<file path="src/rtl/core/hit_ram.sv">
`timescale 1ns / 1ps
`default_nettype none
module hit_ram #(
  parameter int WIDTH = 8,
  parameter int DEPTH = 256
) (
  input  wire                      clk,
  input  wire                      we,
  input  wire [$clog2(DEPTH)-1:0]  waddr,
  input  wire [WIDTH-1:0]          wdata,
  input  wire [$clog2(DEPTH)-1:0]  raddr,
  output logic [WIDTH-1:0]         rdata
);
  logic [WIDTH-1:0] mem [DEPTH];
  always_ff @(posedge clk) begin
    if (we) mem[waddr] <= wdata;
    rdata <= mem[raddr];
  end
endmodule
`default_nettype wire

</file>
<file path="config.mk">
export PLATFORM = sky130hd
export DESIGN_NAME = hit_ram
export DESIGN_NICKNAME = d
export VERILOG_FILES = /design/src/rtl/core/hit_ram.sv
export SDC_FILE = /design/constraint.sdc
export NUM_CORES = 2
export LEC_CHECK = 0
export BUFFER_PORTS_ARGS = -buffer_cell sky130_fd_sc_hd__buf_2
export CAP_MARGIN = 20
export CORE_ASPECT_RATIO = 1.1
export CORE_MARGIN = 2
export CORE_UTILIZATION = 66
export CTS_BUF_LIST = sky130_fd_sc_hd__clkbuf_8
export CTS_CLUSTER_DIAMETER = 200
export DETAILED_ROUTE_END_ITERATION = 6
export HOLD_SLACK_MARGIN = 0.03
export PLACE_DENSITY_LB_ADDON = 0.15
export SETUP_SLACK_MARGIN = 0.05
export SLEW_MARGIN = 0
export SYNTH_ARGS = -nofsm -noshare
export SYNTH_HDL_FRONTEND = slang
export SYNTH_SLANG_ARGS = --single-unit
</file>
<file path="constraint.sdc">
create_clock -name clk -period 3.3 [get_ports clk]
set_clock_uncertainty 0.15 [all_clocks]
set_input_delay 0.66 -clock clk [delete_from_list [all_inputs] [get_ports clk]]
set_output_delay 0.66 -clock clk [all_outputs]
set_load 0.02 [all_outputs]
</file>
# Word-level counts from Yosys, hierarchy flattened
# Memory sizes are Yosys's and may differ from the RTL's. A register that Yosys moved wholly into a read port is not among the register bits.
# Cells that the tools add are included.
[word_totals]
ff_bits = 0
latch_bits = 0
mem_bits_rw = 2048
rom_bits = 0
out_inout_bits = 8
mem_count = 1
[op_classes]
n_addsub = 0
multipliers = 0
div_mod_pow = 0
order_cmp = 0
eq_ne = 0
shifts = 0
n_mux = 2
bitwise_logic = 0
reduce_logical = 0
[mem_list]
columns = ["memory", "depth", "word_bits", "rd", "rd_ports_with_merged_regs", "write_ports", "line_no", "rtl"]
rows = [
  ["mem", 256, 8, 1, 1, 1, "14", "logic [WIDTH-1:0] mem [DEPTH];"],
]
[op_table]
columns = ["cell", "count"]
rows = [
  ["1-bit two-way mux", 2],
]

# Logic depth before layout (Yosys ltp)
[depth]
word_depth = 2
mapped_depth = 11
mapped_depth_nobuf = 6

# Worst setup path after synthesis
# Ideal clock, no wire load.
[synth_timing]
path_type = "input-to-reg"
from = "input port raddr[0]"
to = "register rdata[2] (read register of mem)"
setup_time_ns = 0.131
arrival_time_ns = 2.467
t_required_ns = 3.019
slack_ns = 0.552
stages = 9
cell_sequence = "buf_6 buf_12 buf_8 buf_2 mux4_2 a22oi_1 a21oi_1 nor4_1 nor4_2"
[synth_lines]
columns = ["item", "line_no", "rtl"]
rows = [
  ["start: declaration", "11", "input wire [$clog2(DEPTH)-1:0] raddr,"],
  ["end: declaration", "12", "output logic [WIDTH-1:0] rdata"],
]

==> summary.md <==
| Metric | Value |
|---|---|
| Status | `finished clean` |
| Met2 wire len | `96.95 mm` |
| Final worst-path cycle share | `0.8504` |
| Vias in the first global route | `~43,000` |
| Worst hold path class | `in -> reg` |
| Max Root-Sink Buffers | `4` |
| Post-Syn Instances | `3,733` |
| Worst Hold Path Cells | `1` |
| Met3 wire len | `21.16 mm` |
| Worst EP required | `4.03 ns` |
| Final worst path period need | `between 2 and 3 ns` |
| Placed Cells incl. Taps | `about 5,600` |
| Routability cong. | `0.8818` |
| Max cap viols | `0` |
| Proportion of layout cells with a drive suffix above 1 | `0.3119` |
| Clock buffer count from CTS | `approximately 320` |
| Final Cell Area | `91,000 um2` |
| Final ANT Viol Nets | `0` |
| Initial DRC Count | `roughly 5,600` |
| Number of synthesized flops with an enable pin | `just over 2,000` |
| Synth Area per Inst | `between 20 and 25 um2` |
| NumNets Final | `about 4,400` |
| Post-DP Area | `85,350 um2` |
| Wire length per cell | `31.47 um` |
| Number of core rows | `about 130` |
| H-tree levels | `5` |
| Area leader, netlist | `edfxtp_1` |
| Routed met1 length | `~68 mm` |
| Async S/R FF share, synth | `0` |
| Worst-path maximum fanout | `1` |
| Worst EP arrival | `about 3.5 ns` |
| Initial antenna violation count | `15` |
| Vias | `around 42,000` |
| RSZ-0062 raised after global routing | `false` |
| Die ar. | `about 120,000 um2` |
| Worst setup SP type | `flip-flop` |
| Area growth syn-to-layout | `14.38%` |
| Synth area leaders | `edfxtp_1, mux4_2, mux2i_1` |
| Pin slew with the least headroom to its limit | `0.9793 ns` |
| Cts repair resizes | `0` |
| Yosys top cell area share | `0.7730` |
| Cell variety after synth | `55` |
| Clk root buf | `clkbuf_8` |
| Worst reg-to-reg path cell count | `8` |
| Post-CTS Setup Inserts | `0` |
| DIE HEIGHT | `roughly 370 um` |
| Final Max Slew Viols | `0` |
| Die X | `335.0 um` |
| Power Dens Cells | `~560 nW/um2` |
| Detailed Place HPWL | `around 130 mm` |
| Sequential fraction of the synthesis area | `0.7750` |
| Leak Pwr | `0.02975 uW` |
| # IOs | `34` |
| Post-synthesis net count | `roughly 3,800` |
| First-pass GRT wire length | `approximately 280 mm` |
| Number of fill cells in the layout | `6,292` |
| IO buf count | `33` |
| Clk pin slew, worst setup/hold paths | `about 0.060 ns` |
| Yosys warns | `0` |
| GRT overflow | `0` |
| Max frequency | `~360 MHz` |
| Post-route insts no fill | `between 6,000 and 7,000` |
| Uppermost layer routed | `met5` |
| DRC | `0` |
| First-pass DRT Iterations | `5` |
| Most used DFF post-synth | `edfxtp_1` |
| DR vias/cell | `between 6 and 7` |
| Final Setup Violations | `0` |
| Initial Util | `0.6658` |
| Multi-input logic area | `between 15,000 and 20,000 um2` |
| CTS tree | `done` |
| Core ar. | `119,500 um2` |
| FF/Latch Area | `61,660 um2` |
| Yosys reg bits | `around 2,000` |
| Worst-Skew Late Latency | `1.00 ns` |
| CP Class | `reg -> reg` |
| Final Hold Fails | `0` |
| Clock sinks | `2,056` |
| Crit end category | `flip-flop` |
| GRT Total Usage | `0.3240` |
| Final wirelength | `just under 200 mm` |
| Post-Syn Area | `between 70,000 and 80,000 um2` |
| Max-slew headroom | `0.3411` |
| VDD IR-drop max | `between 0.4 and 0.5 mV` |
| Largest net degree at the start of global routing | `roughly 100` |
## metal layers
metal,GRT usage,up-vias
li1,-,17110
met1,0.4347,21660
met2,0.5201,2668
met3,0.07495,483
met4,0.1397,14
met5,0,-
## Yosys cell counts, drive strengths merged, types with 8 or more instances
library cell,instances
edfxtp,2048
mux4,456
nor2,282
mux2i,134
a22oi,133
buf,122
clkbuf,111
a21oi,96
o221ai,47
nand3,34
nand2,33
nor2b,31
o22ai,28
nor4,27
nor3,22
a211oi,16
a221oi,14
o21ai,12
nand4,10
o211ai,10
a22o,8
dfxtp,8
nand2b,8
## worst paths after layout
kind / slack (ns) / endpoint / from
worst max register to register: 0.49 / rdata[2] / mem[143][2]
worst min-delay path: 0.08 / mem[70][3] / wdata[3]
worst max-delay path: 0.49 / rdata[2] / mem[143][2]
worst min register to register: 0.94 / rdata[3] / mem[40][3]
## metrics by stage
step	TNS, ns	utilization	power, uW	worst slack, ns	hold WS [ns]
final	0	0.7616	50740	0.4936	0.07626
after global routing	0	0.7615	52110	0.4125	0.07436
after CTS	0	0.7613	50950	0.1921	0.03016
after detailed placement	-3.317	0.7143	32210	-0.7814	0.8251
after global placement	-3.049	0.7143	32130	-0.7018	0.8373
after floorplan	0	-	30780	0.5521	0.6089
## registers in the layout (all words and copies together), names as in the netlist
name	count
mem	2048
rdata	8
## cells by family (layout without fill, tap and decap cells)
kind of cell | Yosys count | count (layout) | share of synthesized area
AO/OA/AOI/OAI | 385 | 385 | 0.03419
buffers and inverters | 235 | 1145 | 0.01831
flip-flops | 2056 | 2056 | 0.7750
multiplexers | 591 | 591 | 0.1462
other | 0 | 7 | 0
AND/OR/NAND/NOR | 466 | 466 | 0.02628
## where the power goes
part           leakage (uW)  internal (uW)  switching [uW]
clock               0.00315           9710            9330
sequential           0.0185          28800            55.3
combinational       0.00813           1110            1740
## timing repair
action / in CTS / in global routing
hold buffers: 4 / 0
endpoints found under the hold margin: 41 / 0
endpoints found under the setup margin: 0 / 0
## placed cells by master (no fill, tap or decap), types with 10 or more instances in the layout
cell type  instances
nor4_1            24
a221oi_1          13
nand3_1           34
mux4_2           454
buf_4            501
o22ai_1           28
edfxtp_1        2048
a22oi_1          133
clkbuf_8         339
buf_12            63
buf_2             22
nor3_1            22
o21ai_0           10
clkinv_1          85
a211oi_1          16
clkinv_2          31
a21oi_1           96
mux2i_1          134
nand4_1           10
inv_1             81
nor2b_1           28
nor2_1           279
o211ai_1          10
nand2_1           33
o221ai_1          46
## final cells by class
cell class | instances | area share
inverter | 2 | 0.00008250
clock inverter | 210 | 0.01122
antenna | 7 | 0.0001925
clock buffer | 331 | 0.05006
sequential | 2056 | 0.6776
timing repair buffer | 602 | 0.05855
multi-input combinational | 1442 | 0.1810
tap | 1552 | 0.02134
## critical path: stages, from the launching register on
cell	delay, ns
edfxtp_1	0.37
mux4_2	0.52
mux4_2	0.48
nor2_1	0.15
a2111oi_0	0.12
buf_4	0.17
nor3_1	0.47
buf_4	0.23
nor4_2	0.04
Power figures use the tool's default switching activity.
