===== config.mk =====
export PLATFORM = sky130hd
export DESIGN_NAME = hit_div
export DESIGN_NICKNAME = d
export VERILOG_FILES = /design/src/rtl/core/hit_div.sv
export SDC_FILE = /design/constraint.sdc
export NUM_CORES = 1
export LEC_CHECK = 0
export CORE_UTILIZATION = 51
export CTS_BUF_LIST = sky130_fd_sc_hd__clkbuf_16
export DETAILED_ROUTE_END_ITERATION = 6
export DONT_BUFFER_PORTS = 1
export MAX_ROUTING_LAYER = met4
export PLACE_DENSITY = 0.69
export RECOVER_POWER = 100
export SYNTH_ARGS = -nofsm -noshare
export SYNTH_HDL_FRONTEND = slang
export SYNTH_SLANG_ARGS = --single-unit

===== constraint.sdc =====
create_clock -name clk -period 7.1 [get_ports clk]
set_input_delay 2.13 -clock clk [delete_from_list [all_inputs] [get_ports clk]]
set_output_delay 2.13 -clock clk [all_outputs]
set_load 0.02 [all_outputs]

===== src/rtl/core/hit_div.sv =====
`timescale 1ns / 1ps
`default_nettype none
// Restoring divider, one quotient bit per cycle.
module hit_div #(
  parameter int NW = 33,
  parameter int DW = 25
) (
  input  wire           clk,
  input  wire           rst,
  input  wire           start,
  input  wire [NW-1:0]  num,
  input  wire [DW-1:0]  den,
  output logic          done,
  output logic [NW-1:0] quo
);
  localparam int CW = $clog2(NW + 1);
  logic [DW:0]   rem;
  logic [NW-1:0] n;
  logic [DW-1:0] d;
  logic [CW-1:0] cnt;
  logic          busy;
  logic [DW:0]   trial;

  always_comb trial = {rem[DW-1:0], n[NW-1]} - {1'b0, d};

  always_ff @(posedge clk) begin
    if (rst) begin
      busy <= 1'b0;
      done <= 1'b0;
    end else begin
      done <= 1'b0;
      if (start) begin
        busy <= 1'b1;
        rem  <= '0;
        n    <= num;
        d    <= den;
        cnt  <= CW'(NW);
      end else if (busy) begin
        if (!trial[DW]) begin
          rem <= trial;
          n   <= {n[NW-2:0], 1'b1};
        end else begin
          rem <= {rem[DW-1:0], n[NW-1]};
          n   <= {n[NW-2:0], 1'b0};
        end
        cnt <= cnt - 1'b1;
        if (cnt == CW'(1)) begin
          busy <= 1'b0;
          done <= 1'b1;
        end
      end
    end
  end
  assign quo = n;
endmodule
`default_nettype wire


Yosys cells after proc, flatten, opt, wreduce, memory -nomap -nowiden
Cells that the tools add are included.

word-level totals
  bits in registers = 91
  output and inout bits = 34
  input bits = 61
  word-level logic and storage cells = 25

operators by class
  equal/unequal tests = 1
  reduce and logical (&&, ||, !) cells = 4
  bitwise gates (word level) = 2
  add/sub/neg operators = 2
  mux-type cells = 10

operators by type and width
  kind                                                                   count
  33-bit two-way mux                                                     2
  25-bit two-way mux                                                     2
  26-bit by 25-bit subtractor with 26-bit output                         1
  6-bit by 1-bit equality test with 1-bit output, second input constant  1
  6-bit two-way mux                                                      1
  6-bit by 1-bit subtractor with 6-bit output, second input constant     1
  1-bit two-way mux                                                      5
  2-bit AND reduction                                                    2
  3-bit OR reduction                                                     1
  1-bit NOT                                                              2
  2-bit nonzero test                                                     1

Depth between registers and ports, before layout
Gate-level depths: netlist (run 1).

  word-level depth = 4
  gate-level depth with buffers = 13
  mapped depth without buffers = 11

Worst setup path before layout (run 1)
No wires, ideal clock.

  path type = input -> register
  from = input port start
  to = register cnt[0], enable pin
  library setup time = 0.486 ns
  cell stages on the path = 4
  arrival = 5.621 ns
  buffers on the path = 2
  required time = 6.614 ns
  path slack = 0.993 ns
  cells stage by stage = clkbuf_1 buf_1 nor2_1 nor2_1

between the ends
  word-level cells in the longest chain between the ends = 2

RTL lines
  element                               line  source
  start: declaration                    10    input wire start,
  2-bit nonzero test (no source line)   --
  2-bit AND reduction (no source line)  --
  end signal: assignment                37    cnt <= CW'(NW);
  end signal: assignment                46    cnt <= cnt - 1'b1;
  end: declaration                      20    logic [CW-1:0] cnt;

Every way passes these cells.
A chain may end at the register's enable or synchronous reset.

Worst setup path after layout (run 1)
  from = input port start
  to = register n[21] (netlist: quo[21]), enable pin

between the ends
  word-level cells in the longest chain between the ends = 2

RTL lines
  element                               line  source
  2-bit nonzero test (no source line)   --
  2-bit AND reduction (no source line)  --
  end signal: assignment                35    n <= num;
  end signal: assignment                41    n <= {n[NW-2:0], 1'b1};
  end signal: assignment                44    n <= {n[NW-2:0], 1'b0};
  end: declaration                      18    logic [NW-1:0] n;

Every way passes these cells.

==> impl_metrics.py, run 1 <==
metrics = {
    "sta": {
        "fin_crit_ns": 4.23,
        "fmax_mhz": 237,
        "tightestPinTransition_ns": 1.77,
        "setup_tns_ns": 0,
        "setup_viol": 0,
        "period_share_pct": 59.6,
        "maxSlewViolCount": 21,
        "rsz0062_at_grt": "no",
        "report.final.hold_viol_count": 0,
        "slew_headroom_pct": -18.5,
        "fin_worst_skew_ns": 0.0106,
    },
    "critical_path": {
        "path_delay_family": "simple AND/OR/NAND/NOR gates",
        "regToRegStartpoint": "rem[5]",
        "critPathBufInv": 1,
        "arrival_ns": 4.22,
        "slowest_stage": "nor2_1",
        "r2r_end": "rem[22]",
        "crit_top_cell": "nor2_1",
        "crit_cells": 3,
        "worstPathCellList": "nor2_1 -> nor2_1 -> buf_4",
        "worstPathRequired_ns": 7.09,
        "rrSetupSlack_ns": 3.38,
        "cp-start-kind": "primary input",
        "slowest_delay_ns": 1.30,
        "critPathMaxFanout": 66,
        "critPathKind": "in -> reg",
        "rr_worst_depth": 9,
        "setup.worst_path.end_class": "flop",
    },
    "die": {
        "start_util_pct": 52.7,
        "ios": 95,
        "rows": 36,
        "dieArea_um2": 10500,
        "core_area_um2": 9770,
        "die_h_um": 103,
        "die_width_um": 103,
    },
    "power_and_ir_drop": {
        "power_density_nw_per_um2": 269,
        "irDropWorstVdd_mv": 0.167,
        "cellLeakagePower_nw": 2.15,
    },
    "yosys": {
        "ys.flop_type": "edfxtp_1",
        "postSynthCellCount": 432,
        "synth-edff-count": 89,
        "synth.avg_cell_area_um2": 11.9,
        "synth_warnings": 0,
        "synth.net_count": 521,
        "synth_cell_types": 59,
        "syn-cell-area_um2": 5150,
        "synth_seq_cells": 91,
        "synth-async-reset-ratio_pct": 0,
        "seq_area_frac_synth_pct": 52.6,
    },
    "cts": {
        "clock_latency_ns": 0.35,
        "clk_pin_slew_worst_paths_ns": 0.07,
        "clockBufferDepth": 2,
        "cts_resized": 0,
        "cts_tree": "yes",
        "cts_setup_buffers": 0,
        "numCtsBuffers": 9,
        "htreeDepth": 3,
        "cts_num_sinks": 91,
        "ctsHoldBuffers": 0,
        "clock_tree.root_cell": "clkbuf_16",
    },
    "final_layout": {
        "diodes": 0,
        "stdcell_area_um2": 5500,
        "drive_gt1_share_pct": 12.6,
        "num-nets-final": 520,
        "fillers": 844,
        "area_delta_synth_final_pct": 6.68,
    },
    "detailed_routing": {
        "top_layer": "met4",
        "antenna_left": 0,
        "drt_wl_total_um": 9870,
        "vias_per_cell": 5.77,
        "wl_met1_um": 4430,
        "drtIter0Drc": 168,
        "wl_met2_um": 4520,
        "routedWlPerCell_um": 17.3,
        "dr.pass1.iters": 4,
        "route.met3.wl_um": 775,
        "drc_errors": 0,
        "num_vias": 3282,
    },
    "flow_run": {
        "drv_cap": 1,
    },
    "placed_design": {
        "io_buffers": 0,
        "post-dp-hpwl_um": 6740,
        "post_dp_cell_area_um2": 5260,
        "place_congestion": 0.855,
    },
    "hold_path": {
        "hold_path_depth": 1,
        "hold_path_end": "done",
        "hold_path.class": "reg -> reg",
        "holdCritStartpoint": "busy",
    },
    "outcome": {
        "status": "complete, but fails checks",
        "violations": "capacitance limit, slew limit",
    },
    "global_route": {
        "grt_overflow": 0,
        "grt_util_all_layers_pct": 21.1,
        "grt_antenna_before_repair": 0,
        "grt_max_degree": 67,
        "grt_pass1_vias": 3200,
        "grt_pass1_wl_um": 16000,
    },
}
## cell families after synthesis
logic type | share of synthesized area [%]
AO/OA/AOI/OAI | 11.6
XOR/XNOR | 3.57
adder cells (fa/ha/maj) | 6.95
buffers and inverters | 3.76
flip-flops | 52.6
multiplexers | 11.2
AND/OR/NAND/NOR | 10.3
## cells in the mapped netlist, types with 3 or more instances
cell type | number | area share, %
xnor2_1 | 16 | 2.7
a31oi_1 | 7 | 0.85
a21oi_1 | 20 | 1.9
clkbuf_1 | 6 | 0.44
edfxtp_1 | 89 | 52
xor2_1 | 5 | 0.85
ha_1 | 27 | 6.6
o21a_1 | 5 | 0.73
and4_1 | 4 | 0.68
nand3_1 | 6 | 0.58
mux2i_1 | 20 | 3.9
nor2_1 | 48 | 3.5
a21boi_0 | 3 | 0.44
buf_2 | 4 | 0.39
nor2b_1 | 7 | 0.85
inv_1 | 30 | 2.2
nor3_1 | 10 | 0.97
o21ai_0 | 11 | 1.1
mux2_2 | 32 | 7.0
a21o_1 | 11 | 1.6
and3_1 | 4 | 0.49
nand2_1 | 22 | 1.6
## routing by layer
layer  up-vias  global-route usage [%]
li1       1599                       -
met1      1554                    26.0
met5         -                       -
met4         0                    7.80
met2       113                    31.9
met3        16                    7.39
## worst max path at each step
stage             from  endpoint  slack (ns)
2_1_floorplan    start    cnt[0]        0.99
3_3_place_gp     start   quo[10]        3.46
3_5_place_dp     start    quo[7]        3.42
4_1_cts        rem[10]    rem[6]        3.58
5_1_grt          start   quo[20]        2.73
6_report         start   quo[21]        2.87
## final cells by class
class | instances | area (um2) | area share (%)
repair buffers | 2 | 11.3 | 0.205
clock buffers | 9 | 225 | 4.10
flip-flops and latches | 91 | 2710 | 49.4
clock inverters | 7 | 51.3 | 0.933
well taps | 133 | 166 | 3.03
inverters | 30 | 113 | 2.05
multi-input cells | 297 | 2220 | 40.3
## cell usage in the layout (no fill, tap or decap), types with 2 or more instances in the layout
cell       netlist  routed
a21o_1          11      11
edfxtp_1        89      89
a311oi_1         2       2
a21oi_1         20      20
a31oi_1          7       7
a31o_2           2       2
clkbuf_16        0       9
nor2_1          48      48
o2111ai_1        1       2
ha_1            27      27
nand2_1         22      22
and4_1           4       4
and2_1           2       2
o31ai_1          2       2
nand4_1          2       2
o21a_1           5       5
dfxtp_1          2       2
mux2i_1         20      20
nor2b_1          7       7
xnor2_1         16      16
inv_6            0       3
nand3_1          6       6
and3_1           4       4
o21ai_0         11      11
o31a_1           2       2
mux2_2          32      32
nor3_1          10      10
inv_1           30      31
xor2_1           5       5
a21boi_0         3       3
## worst reg2reg max path, delay by kind of cell (launching register included)
kind / cells / cell delay, ns
fa+ha+maj: 1 / 0.43
compound gates: 3 / 0.90
mux: 1 / 0.42
simple gates: 4 / 1.30
flops: 1 / 0.41
## flip-flops by register name, indices dropped and copies added (netlist names)
signal / cells
d: 25
quo: 33
rem: 25
cnt: 6
busy: 1
done: 1
## stage by stage
stage          instances  power (mW)  utilization (%)  hold WS [ns]  worst slack (ns)
2_1_floorplan        432       0.989                -         0.466             0.993
6_report             569        1.48             56.2         0.501              2.87
4_1_cts              569        1.49             56.7         0.515              3.58
5_1_grt              569        1.55             56.2         0.524              2.73
3_3_place_gp         553        1.03             53.8         0.501              3.46
3_5_place_dp         553        1.04             53.8         0.504              3.42
## where the power goes
part	internal (mW)	leakage, nW	switching [mW]	total, mW
logic	0.150	1.14	0.184	0.334
clock network	0.240	0.138	0.217	0.457
registers	0.649	0.867	0.0388	0.688
Power figures use the tool's default switching activity.
==> run 2, diff against run 1 <==
--- a/config.mk
+++ b/config.mk
@@ -10,7 +10,7 @@
 export DETAILED_ROUTE_END_ITERATION = 6
 export DONT_BUFFER_PORTS = 1
 export MAX_ROUTING_LAYER = met4
-export PLACE_DENSITY = 0.69
+export PLACE_DENSITY = 0.72
 export RECOVER_POWER = 100
 export SYNTH_ARGS = -nofsm -noshare
 export SYNTH_HDL_FRONTEND = slang
==> constraint.sdc (replaced) <==
create_clock -name clk -period 3.4 [get_ports clk]
set_input_delay 1.02 -clock clk [delete_from_list [all_inputs] [get_ports clk]]
set_output_delay 1.02 -clock clk [all_outputs]
set_load 0.02 [all_outputs]
==> run 2 against run 1 <==
The run still ends with capacitance limit, slew limit left. Hold slack improved by 0.0024 ns. Clock skew decreased by 0.0017 ns. Clock power increased by 110%. Design area increased by 0.96%. Combinational power increased by 120%. Sequential power increased by 110%. First-iteration DRC count decreased by 3.6%. Via count increased by 2.0%. Sequential share of layout area decreased by 0.47 points. Highest routed layer unchanged.
==> impl_metrics.py, run 2 (synthesis results as in run 1) <==
metrics = {
    "placed_design": {
        "place_congestion": 0.932,
        "post_dp_cell_area_um2": 5290,
        "pre_cts_ws_ns": 0.391,
        "post-dp-hpwl_um": 6750,
        "io_buffers": 0,
    },
    "outcome": {
        "violations": "capacitance limit, slew limit",
        "status": "complete, but fails checks",
    },
    "cts": {
        "clock_latency_ns": 0.36,
        "cts_setup_buffers": 0,
        "cts_resized": 0,
        "ctsHoldBuffers": 0,
        "clock_tree.root_cell": "clkbuf_16",
        "cts_num_sinks": 91,
        "numCtsBuffers": 9,
        "clockBufferDepth": 2,
        "cts_tree": "yes",
        "htreeDepth": 3,
        "clk_pin_slew_worst_paths_ns": 0.07,
    },
    "global_route": {
        "grt_util_all_layers_pct": 21.0,
        "grt_pass1_wl_um": 15900,
        "grt_max_degree": 67,
        "grt_pass1_vias": 3275,
        "grt_antenna_before_repair": 0,
        "grt_overflow": 0,
    },
    "die": {
        "ios": 95,
        "die_h_um": 103,
        "start_util_pct": 52.7,
        "die_width_um": 103,
        "dieArea_um2": 10500,
        "core_area_um2": 9770,
        "rows": 36,
    },
    "final_layout": {
        "fin_util_pct": 56.8,
        "final_common_cell": "edfxtp_1",
        "diodes": 0,
        "largest_reg_flops": 33,
        "layout_common_cells": "89 x edfxtp_1, 47 x nor2_1, 32 x mux2_2",
        "area_delta_synth_final_pct": 7.70,
        "num-nets-final": 524,
        "drive_gt1_share_pct": 13.6,
        "stdcell_area_um2": 5550,
    },
    "critical_path": {
        "critPathMaxFanout": 11,
        "critPathKind": "reg -> reg",
        "worstPathRequired_ns": 3.51,
        "arrival_ns": 3.26,
        "setup.worst_path.end_class": "flop",
        "cp-start-kind": "flop",
    },
    "power_and_ir_drop": {
        "cellLeakagePower_nw": 2.17,
        "irDropWorstVdd_mv": 0.393,
        "power_density_nw_per_um2": 564,
    },
    "detailed_routing": {
        "num_vias": 3348,
        "drt_wl_total_um": 9990,
        "antenna_left": 0,
        "drtIter0Drc": 162,
        "dr.pass1.iters": 4,
        "vias_per_cell": 5.84,
        "routedWlPerCell_um": 17.4,
        "drc_errors": 0,
    },
    "sta": {
        "fin_worst_skew_ns": 0.00889,
        "report.final.hold_viol_count": 0,
        "fin_crit_ns": 3.15,
        "layout_setup_ws_ns": 0.253,
        "tightestPinTransition_ns": 2.01,
        "period_share_pct": 92.6,
        "setup_viol": 0,
        "fmax_mhz": 318,
        "whs_ns": 0.504,
        "slew_headroom_pct": -33.9,
        "setup_tns_ns": 0,
        "rsz0062_at_grt": "no",
        "maxSlewViolCount": 66,
    },
    "hold_path": {
        "hold_path.class": "reg -> reg",
    },
    "flow_run": {
        "drv_cap": 2,
    },
}
[run 2: path summary, 6_finish.rpt]
kind / startpoint / endpoint / slack [ns] / depth (start not counted)
worst min-delay path: busy / done / 0.50 / 1
worst max register to register: rem[10] / rem[20] / 0.25 / 10
worst max-delay path: rem[10] / rem[20] / 0.25 / 10
worst min register to register: busy / done / 0.50 / 1
[run 2: where the power goes]
part | internal [mW] | switching, mW | total, mW
sequential | 1.36 | 0.0795 | 1.44
combinational | 0.323 | 0.396 | 0.720
clock | 0.509 | 0.464 | 0.973
total | 2.19 | 0.940 | 3.13
[run 2: per-stage QoR]
| stage | total power [mW] | std cells |
|---|---|---|
| floorplan | 2.06 | 432 |
| global placement | 2.15 | 557 |
| detailed placement | 2.18 | 557 |
| CTS | 3.15 | 573 |
| global route | 3.27 | 573 |
| finish | 3.13 | 573 |
[run 2: critical path: stages, from the launching register on]
cell and delay (ns):
edfxtp_1 0.40, ha_1 0.42, a21o_1 0.23, a311oi_1 0.31, o2111ai_2 0.25, nand4_1 0.16
mux2_4 0.33, nor2_4 0.11, clkbuf_2 0.36, mux2i_1 0.26, nor2_1 0.06
[run 2: layout make-up]
class | instances | area [um2]
Multi-Input combinational cell | 297 | 2250
Sequential cell | 91 | 2710
Clock buffer | 9 | 225
Inverter | 30 | 113
Clock inverter | 7 | 56.3
Fill cell | 835 | 4230
Timing Repair Buffer | 6 | 27.5
Tap cell | 133 | 166
[run 2: routing by layer]
layer,vias up,GRT usage [%],routed length (um)
met4,0,8.24,216
li1,1611,-,-
met3,20,6.78,796
met5,-,-,0
met2,127,32.1,4480
met1,1590,25.8,4490
